--- config.mk ---
export PLATFORM = sky130hd
export DESIGN_NAME = hsbp_ctrl
export DESIGN_NICKNAME = d
export VERILOG_FILES = /design/src/rtl/core/hsbp_pkg.sv /design/src/rtl/core/hsbp_ctrl.sv
export SDC_FILE = /design/constraint.sdc
export NUM_CORES = 1
export LEC_CHECK = 0
export BUFFER_PORTS_ARGS = -buffer_cell sky130_fd_sc_hd__buf_2
export CAP_MARGIN = 20
export CORE_AREA = 2 2 39 41
export CTS_CLUSTER_SIZE = 20
export DETAILED_ROUTE_END_ITERATION = 7
export DIE_AREA = 0 0 41 43
export PLACE_DENSITY_LB_ADDON = 0.1
export SLEW_MARGIN = 20
export SYNTH_ARGS = -nofsm -noshare
export SYNTH_HDL_FRONTEND = slang
export SYNTH_SLANG_ARGS = --single-unit
--- constraint.sdc ---
create_clock -name clk -period 1.7 [get_ports clk]
set_input_delay 0.255 -clock clk [delete_from_list [all_inputs] [get_ports clk]]
set_output_delay 0.255 -clock clk [all_outputs]
set_load 0.03 [all_outputs]
--- src/rtl/core/hsbp_pkg.sv ---
// ----------------------------------------------------------------------------
// hsbp_pkg
// Shared types and constants for the Huffman string bit packer: request
// codes, register indexes, datapath widths and the controller/datapath
// command and status bundles.
// ----------------------------------------------------------------------------
package hsbp_pkg;

    // Field widths
    localparam int SYM_W  = 8;
    localparam int CODE_W = 24;
    localparam int LEN_W  = 5;
    localparam int BYTE_W = 8;

    // Bit accumulator: up to seven leftover bits plus two full code words
    localparam int ACC_W  = BYTE_W + 2 * CODE_W;
    localparam int FILL_W = $clog2(ACC_W);
    localparam int SH_W   = FILL_W + 1;

    // Request codes
    localparam logic REQ_LOAD   = 1'b0;
    localparam logic REQ_ENCODE = 1'b1;

    // Configuration register indexes
    localparam int  CFG_IDX_W = 1;
    localparam logic [CFG_IDX_W-1:0] REG_APPEND_EN  = 1'd0;
    localparam logic [CFG_IDX_W-1:0] REG_APPEND_SYM = 1'd1;

    // Controller to datapath
    typedef struct packed {
        logic capture;    // latch end-of-string flag of an encode request
        logic rd_in;      // read table at the incoming symbol
        logic rd_append;  // read table at the append symbol
        logic load_wr;    // write table entry from the incoming request
        logic merge;      // merge read code into the accumulator
        logic emit;       // move one byte into the output register
    } ctl_cmd_t;

    // Datapath to controller
    typedef struct packed {
        logic eos;        // current request ends its string
        logic app_en;     // append symbol enabled
        logic nf_full;    // after merge: at least one full byte
        logic nf_pending; // after merge: some bits held
        logic full;       // at least one full byte held
        logic pending;    // some bits held
        logic out_free;   // output register can take a byte
    } dp_stat_t;

endpackage

--- src/rtl/core/hsbp_ctrl.sv ---
// ----------------------------------------------------------------------------
// hsbp_ctrl
// Sequencer for the bit packer: accepts requests, steps the datapath
// through table read, code merge, optional append merge and byte emission.
// ----------------------------------------------------------------------------
module hsbp_ctrl
(
    input  logic              clk,
    input  logic              rst_n,
    input  logic              in_valid,
    output logic              in_ready,
    input  logic              req_type,
    input  hsbp_pkg::dp_stat_t stat,
    output hsbp_pkg::ctl_cmd_t cmd
);

    typedef enum logic [1:0] {
        S_IDLE,
        S_MERGE_SYM,
        S_MERGE_APP,
        S_EMIT
    } state_t;

    state_t state_reg;
    state_t state_next;
    logic   accept;

    // Decode state into commands and next state
    always_comb
    begin
        in_ready   = (state_reg == S_IDLE);
        accept     = in_valid && in_ready;
        cmd        = '0;
        state_next = state_reg;
        unique case (state_reg)
            S_IDLE:
            begin
                if (accept)
                begin
                    if (req_type == hsbp_pkg::REQ_ENCODE)
                    begin
                        cmd.rd_in   = 1'b1;
                        cmd.capture = 1'b1;
                        state_next  = S_MERGE_SYM;
                    end
                    else
                    begin
                        cmd.load_wr = 1'b1;
                    end
                end
            end
            S_MERGE_SYM:
            begin
                cmd.merge = 1'b1;
                if (stat.eos && stat.app_en)
                begin
                    cmd.rd_append = 1'b1;
                    state_next    = S_MERGE_APP;
                end
                else if (stat.nf_full || (stat.eos && stat.nf_pending))
                begin
                    state_next = S_EMIT;
                end
                else
                begin
                    state_next = S_IDLE;
                end
            end
            S_MERGE_APP:
            begin
                cmd.merge = 1'b1;
                // string always ends here: any held bit must go out
                if (stat.nf_full || stat.nf_pending)
                begin
                    state_next = S_EMIT;
                end
                else
                begin
                    state_next = S_IDLE;
                end
            end
            S_EMIT:
            begin
                if (stat.full || (stat.eos && stat.pending))
                begin
                    cmd.emit = stat.out_free;
                end
                else
                begin
                    state_next = S_IDLE;
                end
            end
            default:
            begin
                state_next = S_IDLE;
            end
        endcase
    end

    // Hold state
    always_ff @(posedge clk or negedge rst_n)
    begin
        if (!rst_n)
        begin
            state_reg <= S_IDLE;
        end
        else
        begin
            state_reg <= state_next;
        end
    end

endmodule

==> results.md, run 1 <==
* Outcome: finished clean
* DR vias at about 290
* Initial antenna violation count at 0
* # diodes at 0
* Worst-case clock buffer depth at 2
* Final worst clock skew at about 1.5 ps
* CTS buffer count at 3
* CTS tree: built
* Worst rel slew slack at 0.848
* Endpoints failing setup at 0
* Post-Layout Cell Count at 63
* Startpoint class of the critical path: register
* Place WS at between 300 and 400 ps
* Placed cell area at approximately 340 µm²
* Mapped Area at 238 µm²
* Max Freq at about 640 MHz
* Postcts setup bufs at 0
* DRT iter0 DRCs at 2
* TritonRoute pass-1 iters at 4
* Final Util at 0.269
* Unrepaired setup endpoints after global routing: no
* Register area share after synthesis at 0.211
* Worst hold slack at around 350 ps
* CTS sink count at 2
* Cells along the critical path: inv_1, ha_2, and3_2, buf_2
* Final TNS setup at 0 ps
* Final wirelength at ~670 µm
* Placed cells at about 60
* First-pass GRT wire length at 1050 µm
* Worst EP required at between 1000 and 1500 ps
* Reg-to-Reg Start: state_reg[0]$_DFFE_PN0P_
* Synth area leaders: dfrtp_1 21%, ha_1 21%, o21ai_0 6.3%
* Synth area leader: dfrtp_1
* Number of I/O pins at 18
* Worst-margin pin slew at between 200 and 250 ps
* Max reg flops at 2
* Internal power at about 0.31 mW
* Mean Syn Cell Area at around 8.8 µm²
* NetSw at just over 0.3 mW
* Final Instance Area at approximately 370 µm²
* H-tree depth at 1
* Min Tclk post-route at between 1500 and 2000 ps
* Worst skew pair latency at 220 ps
* Logic pwr share at 0.678
* Register-to-register setup slack at 440 ps
* Critical Path Slowest Stage Cell: dfrtp_1
* Die H at approximately 43 µm
* Critical Path Source: state_reg[0]$_DFFE_PN0P_
* Drt wl/cell at about 11 µm
* Port bufs at 17
* Worst EP arrival at roughly 1300 ps
* Max Slew Vio Count at 0
* Total power at 0.613 mW
* Post-route ant nets at 0
* Core area at about 1400 µm²
* CP Class: reg2out
* Seq pwr share at 0.151
* # DRC at 0
* CP Max Fanout at 5
* Yosys warns at 0
* Crit path capture type: output port
* All-Layer GR Usage at 0.0924
* Max_cap viols at 0
* Synth top area share at 0.211
* Max IR drop VDD at about 380 µV
* # rows at 14
* Synth Register Bits at 2
* Clk pwr share at 0.171
* Synthesis-to-layout area growth at 56.3%
* Synth Flop Type: dfrtp_1
* Vias/cell at around 4.5
* Initial Utilization at 0.172
* Largest net degree at the start of global routing at 6
* Number of global-route vias before repair at 274
* Largest stage delay on the critical path at 400 ps
* Sw frac at 0.493
* HP Class: in2async
* Cells after Synth at 27
* GPL Wtd Cong at roughly 0.66
* Post-detail-place hpwl at 555 µm
* Die ar. at between 1500 and 2000 µm²
* Number of distinct library cells after synthesis at 18
* Ratio of cells with drive above 1 in the final layout at 0.553
* Count leader, synth: ha_1
* Clk slew on worst S/H paths at roughly 30 ps
* Top cells by count, synth: 4 x ha_1, 3 x o21ai_0
* Root buffer cell: clkbuf_4
* Synthesized Nets at 42
* Nets at 64
* Die X at 41 µm
* Asr flop ratio synth at 1.00
* Crit share post-route at 0.924
* Static Leakage at between 0.2 and 0.25 nW
* Fin. Hold Viols at 0
* Pwr/cell area at approximately 1600 nW/µm²
* Count of flip-flops with a built-in enable after synthesis at 0
* Total grt overflow at 0
* Worst setup margin at between 100 and 150 ps
final cells by class:
| type | count | area (µm²) |
|---|---|---|
| Sequential cell | 2 | 50.0 |
| Fill cell | 159 | 1010 |
| Multi-Input combinational cell | 22 | 176 |
| Tap cell | 16 | 20.0 |
| Inverter | 2 | 7.51 |
| Timing Repair Buffer | 18 | 95.1 |
| Clock buffer | 3 | 22.5 |
power by group through the flow:
stage / Sequential [mW] / Combinational, mW / Clock [mW]
after global routing: 0.0988 / 0.461 / 0.110
after floorplan: 0.0900 / 0.325 / 0
after detailed placement: 0.0944 / 0.411 / 0
final: 0.0926 / 0.415 / 0.104
after CTS: 0.0934 / 0.416 / 0.111
after global placement: 0.0934 / 0.410 / 0
layer usage:
layer,wire length [µm],track usage
met4,0,0.0800
met3,42,0.0314
met5,0,0
met2,372,0.144
met1,254,0.0900
layout by cell type, fill, tap and decap left out, types with 2 or more instances in the layout:
cell      Yosys  layout
and3_2        2       3
nand2_1       2       2
inv_1         2       2
o21ai_0       3       3
clkbuf_4      0       3
ha_1          4       3
dfrtp_1       2       2
buf_2         0      17
what timing repair did:
action | CTS | global route
endpoints found under the hold margin | 2 | 0
resized for setup | 0 | 1
hold buffers | 1 | 0
setup endpoints to repair | 0 | 2
worst paths after layout:
check,endpoint,cells past startpoint
hold reg to reg,state_reg[0]$_DFFE_PN0P_,1
max in group asynchronous,state_reg[1]$_DFFE_PN0P_,2
min in group clk,state_reg[0]$_DFFE_PN0P_,3
setup reg to reg,state_reg[0]$_DFFE_PN0P_,5
hold / removal,state_reg[0]$_DFFE_PN0P_,2
setup / recovery,cmd[4],4
cells by family after synthesis:
| family | count (synthesis) | share of synthesized area |
|---|---|---|
| and+or+nand+nor | 7 | 0.158 |
| AOI/OAI and AO/OA | 11 | 0.358 |
| adders and majority gates | 4 | 0.211 |
| buffers and inverters | 3 | 0.0632 |
| DFF | 2 | 0.211 |
critical path, delay by kind of cell, from the launching register on:
family	cells	cell delay, ps
adder cells (fa/ha/maj)	1	220
flip-flops	1	400
buffers and inverters	2	290
AND/OR/NAND/NOR	1	180
Power figures use the tool's default switching activity.
==> run 2, diff against run 1 <==
--- a/config.mk
+++ b/config.mk
@@ -5,6 +5,7 @@
 export SDC_FILE = /design/constraint.sdc
 export NUM_CORES = 1
 export LEC_CHECK = 0
+export ABC_AREA = 1
 export BUFFER_PORTS_ARGS = -buffer_cell sky130_fd_sc_hd__buf_2
 export CAP_MARGIN = 20
 export CORE_AREA = 2 2 39 41
==> run 2 against run 1 <==
  * Register-to-register slack gained 80 ps
  * Via count unchanged
  * Fmax decreased by 0.60%
  * Critical path depth grew 1
  * Cell area up 5.4%
  * Sequential cell count is the same
  * Area after synthesis is 6.8% higher
  * Global-route usage is 1.2 points lower
  * Worst hold slack improved by 1.6 ps
  * Sequential share of layout area decreased by 0.69 points
  * Setup slack worse by 9.4 ps
  * Combinational power is 1% higher
  * Critical path type unchanged
==> results.md, run 2 <==
* Largest stage delay on the critical path at 400 ps (about the same)
* Count of flip-flops with a built-in enable after synthesis at 0 (unchanged)
* Max reg flops at 2 (unchanged)
* Yosys warns at 0 (unchanged)
* Ratio of cells with drive above 1 in the final layout at 0.365 (-0.188)
* Top cells by count, synth: 14 x nand2_1, 10 x inv_1, 5 x nor2_1
* CP Max Fanout at 4 (-1)
* Worst setup margin at 121 ps (-9.42 ps)
* Total grt overflow at 0 (unchanged)
* CP Class: reg2out
* Synthesis-to-layout area growth at 54.2%
* RR Endpoint: state_reg[0]$_DFFE_PN0P_
* Crit share post-route at 0.929 (+0.00554)
* Critical Path Slowest Stage Cell: dfrtp_1
* CTS sink count at 2 (unchanged)
* CTS tree: built
* DRT iter0 DRCs at 1 (-1)
* Vias/cell at 3.62 (-20%)
* Cells after Synth at 43 (+59%)
* HP Class: in2async
* Mean Syn Cell Area at 5.91 µm² (-33%)
* Nets at 80 (+25%)
* Static Leakage at 0.265 nW (+31%)
* Most frequent cells in the layout: 17 x buf_2, 14 x nand2_1, 10 x inv_1
* Crit path capture type: output port
* Worst EP required at 1440 ps (about the same)
* Initial antenna violation count at 0 (unchanged)
* Outcome: finished clean
* Cells along the critical path: inv_1, ha_1, nand2_1, nor2_1, buf_2
* Synth top area share at 0.207 (-0.00363)
* GPL Wtd Cong at 0.676 (+2.6%)
* First-pass GRT wire length at 855 µm (-18%)
* Core area at 1380 µm² (unchanged)
* Final wirelength at 581 µm (-13%)
* Worst EP arrival at 1320 ps (about the same)
* Number of global-route vias before repair at 239 (-13%)
* Post-Synth Simple-Gate Area at 0.369 (+0.212)
* Die H at 43 µm (unchanged)
* Initial Utilization at 0.184 (+0.0118)
* Register area share after synthesis at 0.197 (-0.0135)
* Pwr/cell area at 1590 nW/µm² (-3.6%)
* Final worst clock skew at 0.0837 ps (-1.43 ps)
* # diodes at 0 (unchanged)
* Root buffer cell: clkbuf_4
* Post-detail-place hpwl at 490 µm (-12%)
* Endpoints failing setup at 0 (unchanged)
* All-Layer GR Usage at 0.0804 (-0.0120)
* Register-to-register setup slack at 520 ps (+80 ps)
* Main combinational cell family by area after synthesis: simple AND/OR/NAND/NOR gates
* CTS buffer count at 3 (unchanged)
* Synth Flop Type: dfrtp_1
* Total power at 0.622 mW (+1.6%)
* Synth area leaders: nand2_1 21%, dfrtp_1 20%, ha_1 20%
* Post-Synth XOR/XNOR Area at 0 (unchanged)
* Place WS at 342 ps (+24.2 ps)
* Number of distinct library cells after synthesis at 10 (-8)
* Post-route ant nets at 0 (unchanged)
* Synthesized Nets at 58 (+38%)
* Most common cell after layout, fill and taps aside: buf_2
* Port bufs at 17 (unchanged)
* Post-cts resize count at 0 (unchanged)
* # rows at 14 (unchanged)
* Max IR drop VDD at 607 µV (+62%)
* Mux cell area share after synthesis at 0 (unchanged)
* Max Freq at 633 MHz (-0.60%)
* H-tree depth at 1 (unchanged)
* Adder-Cell Fraction of Synth Area at 0.197 (-0.0135)
* Max Slew Vio Count at 0 (unchanged)
* Worst hold slack at 347 ps (+1.56 ps)
* R2R cell count at 8 (+3)
* Worst rel slew slack at 0.856 (+0.00852)
* Worst-margin pin slew at 213 ps (-15.0 ps)
* Largest net degree at the start of global routing at 5 (-1)
* Number of I/O pins at 18 (unchanged)
* Drt wl/cell at 7.35 µm (-31%)
* Count leader, synth: nand2_1
* Unrepaired setup endpoints after global routing: no
* Area fraction in compound gates after synthesis at 0.0591 (-0.299)
* Placed cells at 75 (+27%)
* Synth area leader: nand2_1
* Min Tclk post-route at 1580 ps (+9.42 ps)
* Worst skew pair latency at 220 ps (about the same)
* DR vias at 286 (unchanged)
* Synth Register Bits at 2 (unchanged)
* Die ar. at 1760 µm² (unchanged)
* # DRC at 0 (unchanged)
* Clk slew on worst S/H paths at 30 ps (about the same)
* Worst-case clock buffer depth at 2 (unchanged)
* Mapped Area at 254 µm² (+6.8%)
* Max_cap viols at 0 (unchanged)
* Startpoint class of the critical path: register
* Fin. Hold Viols at 0 (unchanged)
* Reg-to-Reg Start: state_reg[1]$_DFFE_PN0P_
* Die X at 41 µm (unchanged)
* Final TNS setup at 0 ps (unchanged)
* Asr flop ratio synth at 1.00 (unchanged)
* TritonRoute pass-1 iters at 2 (-2)
* Post-Layout Cell Count at 79 (+25%)
[run 2: cell count changes in the layout (fill, tap and decap cells not counted), sizes merged, moves of 2 or more]
cell and delta:
o21ai -2, inv +8, nor2 +4, and3 -3, nand2 +14, nand3 +2
[run 2: cells by family after synthesis]
| kind of cell | Yosys count |
|---|---|
| AND/OR/NAND/NOR | 23 |
| AO/OA/AOI/OAI | 3 |
| adder cells (fa/ha/maj) | 4 |
| flip-flops | 2 |
| buffers and inverters | 11 |
[run 2: area by class of cell]
| class | count | area [µm²] |
|---|---|---|
| Sequential cell | 2 | 50.0 |
| Clock buffer | 3 | 22.5 |
| Timing Repair Buffer | 18 | 95.1 |
| Tap cell | 16 | 20.0 |
| Fill cell | 158 | 992 |
| Multi-Input combinational cell | 30 | 166 |
| Inverter | 10 | 37.5 |
[run 2: worst max-delay path by stage]
stage                             start     end  cells past startpoint
2_1_floorplan  state_reg[0]$_DFFE_PN0P_  cmd[2]                      4
3_3_place_gp   state_reg[0]$_DFFE_PN0P_  cmd[4]                      5
3_5_place_dp   state_reg[0]$_DFFE_PN0P_  cmd[5]                      5
4_1_cts        state_reg[0]$_DFFE_PN0P_  cmd[5]                      5
5_1_grt        state_reg[1]$_DFFE_PN0P_  cmd[2]                      5
6_report       state_reg[0]$_DFFE_PN0P_  cmd[2]                      5
[run 2: stage by stage]
step	area (µm²)	util
floorplan	262	-
global placement	359	0.259
detailed placement	359	0.259
CTS	392	0.283
global route	392	0.283
finish	392	0.283
[run 2: repair_timing]
action                                 in CTS  in global routing
hold buffers                                1                  0
endpoints found under the hold margin       2                  0
buffers inserted                            0                  0
[run 2: power by group]
group	internal (mW)	total [mW]	switching (mW)
sequential	0.0724	0.0966	0.0243
combinational	0.138	0.419	0.281
clock	0.0780	0.106	0.0284
total	0.288	0.622	0.334
[run 2: routing by layer]
| layer | track usage | vias to the layer above | part of all wire |
|---|---|---|---|
| met3 | 0.0314 | 0 | 0.046 |
| li1 | - | 164 | - |
| met1 | 0.0774 | 115 | 0.42 |
| met4 | 0.100 | 0 | 0 |
| met2 | 0.109 | 7 | 0.53 |
| met5 | 0 | - | 0 |
[run 2: worst max-delay path: cells and delay by family (launching register included)]
family                     cells  cell delay [ps]
adders and majority gates      1              200
buffers and inverters          2              290
DFF                            1              400
and+or+nand+nor                2              200
